==> src/hw/rtl/bpc_pkg.sv <==
// Shared types and constants for the barometric compensation pipeline.
package bpc_pkg;

  localparam int CAL_W    = 16;
  localparam int RAW_W    = 24;
  localparam int CFG_AW   = 3;
  localparam int TEMP_W   = 20;
  localparam int T1_W     = 19;
  localparam int WIDE_W   = 40;
  localparam int PRESS_W  = 32;
  localparam int IN_W     = 48;
  localparam int OUT_W    = 56;

  localparam logic [CFG_AW-1:0] REG_PSENS = 3'd0;
  localparam logic [CFG_AW-1:0] REG_POFFS = 3'd1;
  localparam logic [CFG_AW-1:0] REG_TCS   = 3'd2;
  localparam logic [CFG_AW-1:0] REG_TCO   = 3'd3;
  localparam logic [CFG_AW-1:0] REG_TREF  = 3'd4;
  localparam logic [CFG_AW-1:0] REG_TSENS = 3'd5;

  localparam logic [CAL_W-1:0] RST_PSENS = 16'd40127;
  localparam logic [CAL_W-1:0] RST_POFFS = 16'd36924;
  localparam logic [CAL_W-1:0] RST_TCS   = 16'd23317;
  localparam logic [CAL_W-1:0] RST_TCO   = 16'd23282;
  localparam logic [CAL_W-1:0] RST_TREF  = 16'd33464;
  localparam logic [CAL_W-1:0] RST_TSENS = 16'd28312;

  localparam logic signed [T1_W-1:0] T_REF_CENTI  = 19'sd2000;
  localparam logic signed [T1_W-1:0] T_COLD_CENTI = 19'sd1500;

  typedef struct packed {
    logic [CAL_W-1:0] pressure_sensitivity;
    logic [CAL_W-1:0] pressure_offset;
    logic [CAL_W-1:0] sensitivity_temp_coef;
    logic [CAL_W-1:0] offset_temp_coef;
    logic [CAL_W-1:0] reference_temp;
    logic [CAL_W-1:0] temp_coef;
  } cal_t;

  typedef struct packed {
    logic signed [TEMP_W-1:0] temp;
    logic signed [WIDE_W-1:0] offs;
    logic signed [WIDE_W-1:0] sens;
    logic [RAW_W-1:0]         raw_p;
  } comp_t;

endpackage

==> src/hw/rtl/bpc_cal_regs.sv <==
// Calibration word register file with write port.
module bpc_cal_regs
  import bpc_pkg::*;
(
  input  logic              clk,
  input  logic              rst_n,
  input  logic              cfg_we,
  input  logic [CFG_AW-1:0] cfg_addr,
  input  logic [CAL_W-1:0]  cfg_wdata,
  output cal_t              cal
);

  cal_t cal_r;

  always_ff @(posedge clk) begin
    if (!rst_n) begin
      cal_r.pressure_sensitivity  <= RST_PSENS;
      cal_r.pressure_offset       <= RST_POFFS;
      cal_r.sensitivity_temp_coef <= RST_TCS;
      cal_r.offset_temp_coef      <= RST_TCO;
      cal_r.reference_temp        <= RST_TREF;
      cal_r.temp_coef             <= RST_TSENS;
    end else if (cfg_we) begin
      unique case (cfg_addr)
        REG_PSENS: cal_r.pressure_sensitivity  <= cfg_wdata;
        REG_POFFS: cal_r.pressure_offset       <= cfg_wdata;
        REG_TCS:   cal_r.sensitivity_temp_coef <= cfg_wdata;
        REG_TCO:   cal_r.offset_temp_coef      <= cfg_wdata;
        REG_TREF:  cal_r.reference_temp        <= cfg_wdata;
        REG_TSENS: cal_r.temp_coef             <= cfg_wdata;
        default: ;
      endcase
    end
  end

  assign cal = cal_r;

endmodule

==> config.mk <==
export PLATFORM = sky130hd
export DESIGN_NAME = bpc_cal_regs
export DESIGN_NICKNAME = d
export VERILOG_FILES = /design/src/hw/rtl/bpc_pkg.sv /design/src/hw/rtl/bpc_cal_regs.sv
export SDC_FILE = /design/constraint.sdc
export NUM_CORES = 1
export LEC_CHECK = 0
export BUFFER_PORTS_ARGS = -buffer_cell sky130_fd_sc_hd__buf_2
export CAP_MARGIN = 0
export CORE_MARGIN = 5
export CORE_UTILIZATION = 50
export DETAILED_ROUTE_END_ITERATION = 12
export PLACE_DENSITY = 0.78
export SLEW_MARGIN = 20
export SYNTH_ARGS = -nofsm -noshare
export SYNTH_HDL_FRONTEND = slang
export SYNTH_SLANG_ARGS = --single-unit
==> constraint.sdc <==
create_clock -name clk -period 2.41 [get_ports clk]
set_clock_uncertainty 0.15 [all_clocks]
set_input_delay 0 -clock clk [delete_from_list [all_inputs] [get_ports clk]]
set_output_delay 0 -clock clk [all_outputs]
set_load 0.01 [all_outputs]
==> flow_metrics.py <==
metrics = {
    "outcome": {
        "outcome": "completed",
    },
    "finish": {
        "nFillCells": 577,
        "final_area_mm2": 0.00484,
        "largest_register_ffs": 96,
        "n_antenna_cell": 0,
        "fin_nets": 510,
        "syn2layout_area_growth_pct": 27.6,
        "drive_gt1_share_pct": 29.6,
    },
    "global_route": {
        "grt_pass1_wl_um": 15600,
        "gr-usage-met1_pct": 26.0,
        "grt_max_degree": 59,
        "overflow": 0,
        "grt_usage_pct": 20.2,
        "antenna_found_initial": 0,
        "grt_pass1_vias": 3010,
        "busiest_layer": "met2",
        "globalRouteMet2Util_pct": 33.6,
        "use_met3_pct": 4.88,
    },
    "setup_path": {
        "path_cells": "dlygate4sd3_1 > buf_2 > nor4b_2 > mux2i_1",
        "cp.arrival_ns": 1.67,
        "startpoint_type": "input port",
        "max_stage_delay_ns": 0.65,
        "worstPathRequired_ns": 2.53,
        "criticalPathCategory": "input port to flip-flop",
        "cp-end-kind": "flip-flop",
        "crit_slowest_cell": "nor4b_2",
        "cp_max_fo": 11,
    },
    "clocking": {
        "cts_tree": "done",
        "cts_root_buffer": "clkbuf_8",
        "clk_latency_ns": 0.35,
        "numCtsBuffers": 9,
        "cts.path.max_buffers": 2,
        "cts.sinks": 96,
        "htreeDepth": 3,
        "clk_pin_slew_ns": 0.09,
    },
    "placement": {
        "dpl-instance-area_mm2": 0.00446,
        "place.gp.congestion": 0.793,
        "io_buffer_count": 117,
        "dp.final_hpwl_um": 6790,
    },
    "synth": {
        "ys_ff_latch": 96,
        "synth_flop_cell": "dfxtp_1",
        "synthDistinctLibCells": 15,
        "synth.top_cells.by_count": "96 x dfxtp_1, 96 x mux2i_1, 64 x nor2b_1",
        "syn_nets": 381,
        "ys_seq_area_share_pct": 50.7,
        "netlist_instances": 359,
        "synth_edf_count": 0,
        "synth_top_area_share_pct": 50.7,
        "synth-async-reset-ratio_pct": 0,
        "synth_top_area_cell": "dfxtp_1",
        "synth_area_mm2": 0.00379,
        "avgSynthCellArea_um2": 10.6,
        "synthTopCellsByArea": "dfxtp_1 51%, mux2i_1 25%, nor2b_1 11%, nand2_1 6.2%, buf_2 1.5%",
        "yosys_warnings": 0,
    },
    "power_and_ir_drop": {
        "p_per_area_mw_per_mm2": 594,
        "vdd_drop_max_mv": 0.423,
        "p_total_mw": 2.88,
        "leakagePower_nw": 2.35,
    },
    "detailed_routing": {
        "vias": 2937,
        "drt_first_pass_iters": 4,
        "drt_iter0_drc": 148,
        "drcViolationCount": 0,
        "wl_per_cell_um": 16.2,
        "viasPerCell": 4.96,
        "wl_um": 9610,
        "postRouteAntennaNets": 0,
    },
    "die": {
        "initial_core_util_pct": 51.7,
        "die_height_um": 97.1,
        "die_w_um": 97.1,
        "rows": 31,
        "coreArea_mm2": 0.00733,
        "ios": 118,
        "die-area_mm2": 0.00943,
    },
    "timing": {
        "final.setup.tns_ns": 0,
        "finalMaxSlewViolations": 0,
        "period_minus_slack_ns": 1.56,
        "worst_pin_slew_ns": 0.673,
        "finalCritPeriodShare_pct": 64.5,
        "hold_slack_ns": 0.0320,
        "fmax_mhz": 643,
        "slew_headroom_pct": 55.0,
        "rsz0062_at_grt": "false",
        "report.final.hold_viol_count": 0,
        "setup_viol": 0,
    },
    "job": {
        "cap_violations": 0,
    },
    "hold_path": {
        "hold_path_class": "input port to flip-flop",
    },
}
## placed cells by master (no fill, tap or decap)
master	instances
clkbuf_8	9
nand4bb_1	3
or4b_4	1
dlygate4sd3_1	20
nand2_1	63
and4b_1	2
buf_12	1
nor4bb_2	1
buf_2	116
clkinvlp_4	1
nor4bb_4	1
clkinv_4	2
mux2i_1	96
inv_6	3
buf_4	10
clkbuf_1	1
nor2b_1	64
dfxtp_1	96
nand4b_1	2
nor4b_2	1
## final cells by class
| class | instances | area (um^2) | area share, % |
|---|---|---|---|
| Sequential cell | 96 | 1920 | 39.7 |
| Tap cell | 99 | 124 | 2.56 |
| Timing Repair Buffer | 147 | 876 | 18.1 |
| Clock inverter | 6 | 51.3 | 1.06 |
| Clock buffer | 10 | 128 | 2.64 |
| Multi-Input combinational cell | 234 | 1740 | 35.9 |
## repair_timing
item | in CTS | in global routing
endpoints found under the hold margin | 96 | 0
gates resized for setup | 0 | 0
hold buffers | 20 | 0
setup buffers | 0 | 0
## layer usage
layer | vias up | share of wire (%)
li1 | 1442 | -
met1 | 1407 | 46
met2 | 72 | 48
met3 | 16 | 4.4
met4 | 0 | 1.5
met5 | - | 0
## metrics by stage
| step | setup WS (ns) | utilization (%) | cells |
|---|---|---|---|
| floorplan | 1.10 | - | 359 |
| global placement | 1.09 | 60.8 | 556 |
| detailed placement | 1.05 | 60.8 | 556 |
| CTS | 0.874 | 66.0 | 592 |
| global route | 0.722 | 66.0 | 592 |
| finish | 0.854 | 66.0 | 592 |
## critical path: cells and delay by family
kind | cells | cell delay [ns]
buffers and inverters | 2 | 0.73
muxes | 1 | 0.29
and+or+nand+nor | 1 | 0.65
## power by group
part | internal [mW] | switching, mW | leakage [nW]
Sequential | 1.62 | 0.0188 | 0.779
Clock | 0.391 | 0.572 | 0.0879
Combinational | 0.127 | 0.147 | 1.48
## path summary, 6_finish.rpt
path,startpoint,endpoint,slack [ns],cells after the start
setup / recovery,cfg_addr[1],cal[82],0.85,4
hold / removal,cfg_addr[2],cal[80],0.03,3
setup reg to reg,cal[82],cal[82],1.57,2
hold reg to reg,cal[16],cal[16],0.31,2
## logic make-up (layout without fill, tap and decap cells)
family,count (synthesis),after routing,synth area share [%]
multiplexers,96,96,25.3
buffers and inverters,29,163,4.02
AND/OR/NAND/NOR,138,138,20.0
flip-flops,96,96,50.7
Note: power is estimated with default switching activity, not from simulation.
