$ cat config.mk
export PLATFORM = sky130hd
export DESIGN_NAME = bpc_press_pipe
export DESIGN_NICKNAME = d
export VERILOG_FILES = /design/src/hw/rtl/bpc_pkg.sv /design/src/hw/rtl/bpc_press_pipe.sv
export SDC_FILE = /design/constraint.sdc
export NUM_CORES = 2
export LEC_CHECK = 0
export BUFFER_PORTS_ARGS = -buffer_cell sky130_fd_sc_hd__buf_2
export CORE_MARGIN = 1.5
export CORE_UTILIZATION = 40
export DETAILED_ROUTE_END_ITERATION = 8
export RECOVER_POWER = 50
export SYNTH_ARGS = -nofsm -noshare
export SYNTH_HDL_FRONTEND = slang
export SYNTH_SLANG_ARGS = --single-unit
$ cat constraint.sdc
create_clock -name clk -period 19.35 [get_ports clk]
set_input_delay 2.9025 -clock clk [delete_from_list [all_inputs] [get_ports clk]]
set_output_delay 2.9025 -clock clk [all_outputs]
set_load 0.03 [all_outputs]
$ cat src/hw/rtl/bpc_pkg.sv
// Shared types and constants for the barometric compensation pipeline.
package bpc_pkg;

  localparam int CAL_W    = 16;
  localparam int RAW_W    = 24;
  localparam int CFG_AW   = 3;
  localparam int TEMP_W   = 20;
  localparam int T1_W     = 19;
  localparam int WIDE_W   = 40;
  localparam int PRESS_W  = 32;
  localparam int IN_W     = 48;
  localparam int OUT_W    = 56;

  localparam logic [CFG_AW-1:0] REG_PSENS = 3'd0;
  localparam logic [CFG_AW-1:0] REG_POFFS = 3'd1;
  localparam logic [CFG_AW-1:0] REG_TCS   = 3'd2;
  localparam logic [CFG_AW-1:0] REG_TCO   = 3'd3;
  localparam logic [CFG_AW-1:0] REG_TREF  = 3'd4;
  localparam logic [CFG_AW-1:0] REG_TSENS = 3'd5;

  localparam logic [CAL_W-1:0] RST_PSENS = 16'd40127;
  localparam logic [CAL_W-1:0] RST_POFFS = 16'd36924;
  localparam logic [CAL_W-1:0] RST_TCS   = 16'd23317;
  localparam logic [CAL_W-1:0] RST_TCO   = 16'd23282;
  localparam logic [CAL_W-1:0] RST_TREF  = 16'd33464;
  localparam logic [CAL_W-1:0] RST_TSENS = 16'd28312;

  localparam logic signed [T1_W-1:0] T_REF_CENTI  = 19'sd2000;
  localparam logic signed [T1_W-1:0] T_COLD_CENTI = 19'sd1500;

  typedef struct packed {
    logic [CAL_W-1:0] pressure_sensitivity;
    logic [CAL_W-1:0] pressure_offset;
    logic [CAL_W-1:0] sensitivity_temp_coef;
    logic [CAL_W-1:0] offset_temp_coef;
    logic [CAL_W-1:0] reference_temp;
    logic [CAL_W-1:0] temp_coef;
  } cal_t;

  typedef struct packed {
    logic signed [TEMP_W-1:0] temp;
    logic signed [WIDE_W-1:0] offs;
    logic signed [WIDE_W-1:0] sens;
    logic [RAW_W-1:0]         raw_p;
  } comp_t;

endpackage

$ cat src/hw/rtl/bpc_press_pipe.sv
// Stages six to eight: pressure product, scaling and output register.
module bpc_press_pipe
  import bpc_pkg::*;
(
  input  logic                      clk,
  input  logic                      rst_n,
  input  logic                      s_valid,
  output logic                      s_ready,
  input  comp_t                     s_data,
  output logic                      m_valid,
  input  logic                      m_ready,
  output logic signed [PRESS_W-1:0] m_press,
  output logic signed [TEMP_W-1:0]  m_temp
);

  logic v6_r, v7_r, v8_r;
  logic rdy6, rdy7, rdy8;

  assign rdy8    = !v8_r || m_ready;
  assign rdy7    = !v7_r || rdy8;
  assign rdy6    = !v6_r || rdy7;
  assign s_ready = rdy6;
  assign m_valid = v8_r;

  always_ff @(posedge clk) begin
    if (!rst_n) begin
      v6_r <= 1'b0;
      v7_r <= 1'b0;
      v8_r <= 1'b0;
    end else begin
      if (rdy6) v6_r <= s_valid;
      if (rdy7) v7_r <= v6_r;
      if (rdy8) v8_r <= v7_r;
    end
  end

  // stage 6: split product of raw pressure and sensitivity
  logic [43:0]              plo6_r;
  logic signed [44:0]       phi6_r;
  logic signed [WIDE_W-1:0] offs6_r;
  logic signed [TEMP_W-1:0] t6_r;

  always_ff @(posedge clk) begin
    if (rdy6) begin
      plo6_r  <= s_data.raw_p * s_data.sens[19:0];
      phi6_r  <= $signed({1'b0, s_data.raw_p}) * $signed(s_data.sens[39:20]);
      offs6_r <= s_data.offs;
      t6_r    <= s_data.temp;
    end
  end

  // stage 7: merge partial products
  logic [63:0]              x7_r;
  logic signed [WIDE_W-1:0] offs7_r;
  logic signed [TEMP_W-1:0] t7_r;

  always_ff @(posedge clk) begin
    if (rdy7) begin
      x7_r    <= {phi6_r[43:0], 20'd0} + {20'd0, plo6_r};
      offs7_r <= offs6_r;
      t7_r    <= t6_r;
    end
  end

  // stage 8: scale and subtract offset
  logic signed [43:0]        q_nxt;
  logic signed [PRESS_W-1:0] p8_r;
  logic signed [TEMP_W-1:0]  t8_r;

  assign q_nxt = $signed({x7_r[63], x7_r[63:21]}) - $signed({{4{offs7_r[WIDE_W-1]}}, offs7_r});

  always_ff @(posedge clk) begin
    if (rdy8) begin
      p8_r <= $signed({{3{q_nxt[43]}}, q_nxt[43:15]});
      t8_r <= t7_r;
    end
  end

  assign m_press = p8_r;
  assign m_temp  = t8_r;

endmodule

==> reports/metrics.yaml <==
outcome:
  status: "complete, but fails checks"
  failed_checks: "capacitance limit, slew limit"
detailed_routing:
  vias: 29116
  vias_per_cell: 5.04
  routedWlPerCell_um: 18.8
  route.detailed.drc: 0
  drt_pass1_iterations: 5
  wl_mm: 109
  antenna_left: 0
  drtIter0Drc: 1450
grt:
  antenna_found_initial: 3
  track_usage: 0.205
  met3_usage: 0.0214
  use_met1: 0.285
  grt_pass1_vias: 31721
  grt_remaining_overflow: 0
  grt_pass1_wl_mm: 176
  grtUsageMet2: 0.347
  grt_start_max_net_pins: 73
  busiest_layer: "met2"
clock_network:
  cts_setup_buffers: 0
  clk_pin_slew_ps: 60
  numCtsBuffers: 30
  worst_skew_pair.late_latency_ps: 580
  cts-root-buf: "clkbuf_16"
  cts_hold_buf: 0
  clock-sinks: 283
  ctsHtreeMaxLevel: 1
  cts_tree: "done"
  post_cts_resized: 0
  clockBufferDepth: 3
floorplanning:
  io_pins: 182
  die_w_um: 331
  core-area_um2: 107000
  initial_utilization: 0.402
  die-height_um: 331
  die_area_um2: 110000
  fp-row-count: 120
final_layout:
  final_cell_mix: "923 x inv_1, 785 x fa_1, 548 x nand2_1"
  finalInstanceArea_um2: 46100
  area_growth_pct: 7.28
  final_nets: 5659
  n_fill_cell: 10370
  fin_util: 0.432
  drive_gt1_frac: 0.0569
  num_antenna_cells: 0
  layout_commonest_cell: "inv_1"
sta:
  tightest_slew_ps: 2250
  finalHoldViolCount: 0
  slew_viol_final: 90
  fin_crit_sh: 0.536
  finalSetupTns_ps: 0
  rsz0062_at_grt: "false"
  setup_violations: 0
  finClkSkew_ps: 8.87
  timing.hold.ws_ps: 418
  timing.fmax_mhz: 96.4
  finalCriticalPeriod_ps: 10380
  slew_headroom: -0.498
worst_setup_path:
  endpoint_kind: "register"
  worstPathArrival_ps: 10680
  worstPathMaxFanout: 39
  crit_required_ps: 19660
  criticalPathCategory: "primary input to register"
  critPathLaunchType: "primary input"
place:
  routabilityCongestion: 0.863
  numPortBuffers: 181
  dp_hpwl_mm: 81.6
  place_area_um2: 45200
yosys:
  async_flop_share: 0
  synthCells: 4304
  syn_nets: 5609
  ys_ff_latch: 283
  synth_cell_type_count: 68
  ys_warn_count: 0
  synth_edf_count: 280
  ys_seq_area_frac: 0.197
  ys.flop_type: "edfxtp_1"
  avgSynthCellArea_um2: 9.99
  netlist_area_um2: 43000
min_path:
  hp-class: "register to register"
flow_run:
  drv_cap: 2
metrics by stage:
| stage | setup WS, ps | cells |
|---|---|---|
| floorplan | 10120 | 4304 |
| global placement | 9110 | 5725 |
| detailed placement | 9110 | 5725 |
| CTS | 9700 | 5781 |
| global route | 8510 | 5781 |
| finish | 8970 | 5781 |
cell families (layout without fill, tap and decap cells):
logic type	count (synthesis)	count (layout)	synth area share
buffers and inverters	1113	1187	0.0974
xor gates and xnor gates	129	129	0.0263
AOI/OAI and AO/OA	365	365	0.0561
adders and majority gates	1177	1177	0.479
and+or+nand+nor	1237	1237	0.144
DFF	283	283	0.197
final timing paths:
kind	start	slack [ps]	cells after the start	end
min	t6_r[3]	420	0	t7_r[3]
max	s_data[0]	8970	21	plo6_r[40]
max reg2reg	plo6_r[25]	15400	10	x7_r[62]
min reg2reg	t6_r[3]	420	0	t7_r[3]
final cells by class:
class | count | area [um2] | area share
repair buffers | 208 | 1070 | 0.0233
clock inverters | 20 | 267 | 0.00578
clock buffers | 36 | 773 | 0.0168
well taps | 1403 | 1760 | 0.0380
flip-flops and latches | 283 | 8470 | 0.183
inverters | 923 | 3460 | 0.0751
multi-input cells | 2908 | 30300 | 0.658
flip-flops by register name (all words and copies together) (netlist names):
register	cells
m_press	29
m_valid	1
phi6_r	44
offs6_r	40
t6_r	20
v7_r	1
m_temp	20
v6_r	1
x7_r	43
plo6_r	24
t7_r	20
offs7_r	40
critical path, stage by stage:
cell and delay, ps:
buf_2 70, clkbuf_1 1580, nand2_1 200, fa_1 540
fa_1 490, inv_1 50, fa_1 390, fa_1 550
fa_1 450, fa_1 510, fa_1 420, ha_1 370
a21oi_1 220, o211ai_1 110, a211oi_1 210, o21ai_1 110
a31oi_2 370, o21ai_2 160, or4_4 550, nand2_1 130
xnor2_1 280
synth_stat cells (all sizes together), types with 28 or more instances:
cell type / instances / area (um2)
xnor2: 81 / 709
nand2: 548 / 2060
nand3: 28 / 140
nor2: 65 / 244
ha: 392 / 4900
o21ai: 67 / 343
inv: 923 / 3460
clkbuf: 187 / 702
a21oi: 118 / 594
fa: 785 / 15700
a21o: 59 / 443
nand2b: 29 / 189
xor2: 48 / 420
and2: 463 / 2900
edfxtp: 280 / 8410
layer usage:
layer  up-vias  wire length, um
met5         -               13
met4         2             2350
met3       157             5720
met2       777            51100
met1     14897            49400
li1      13283                -
Power is left out: the tool's default activity adds up to more than one toggle a clock period on the data nets, which glitch-free logic cannot reach.
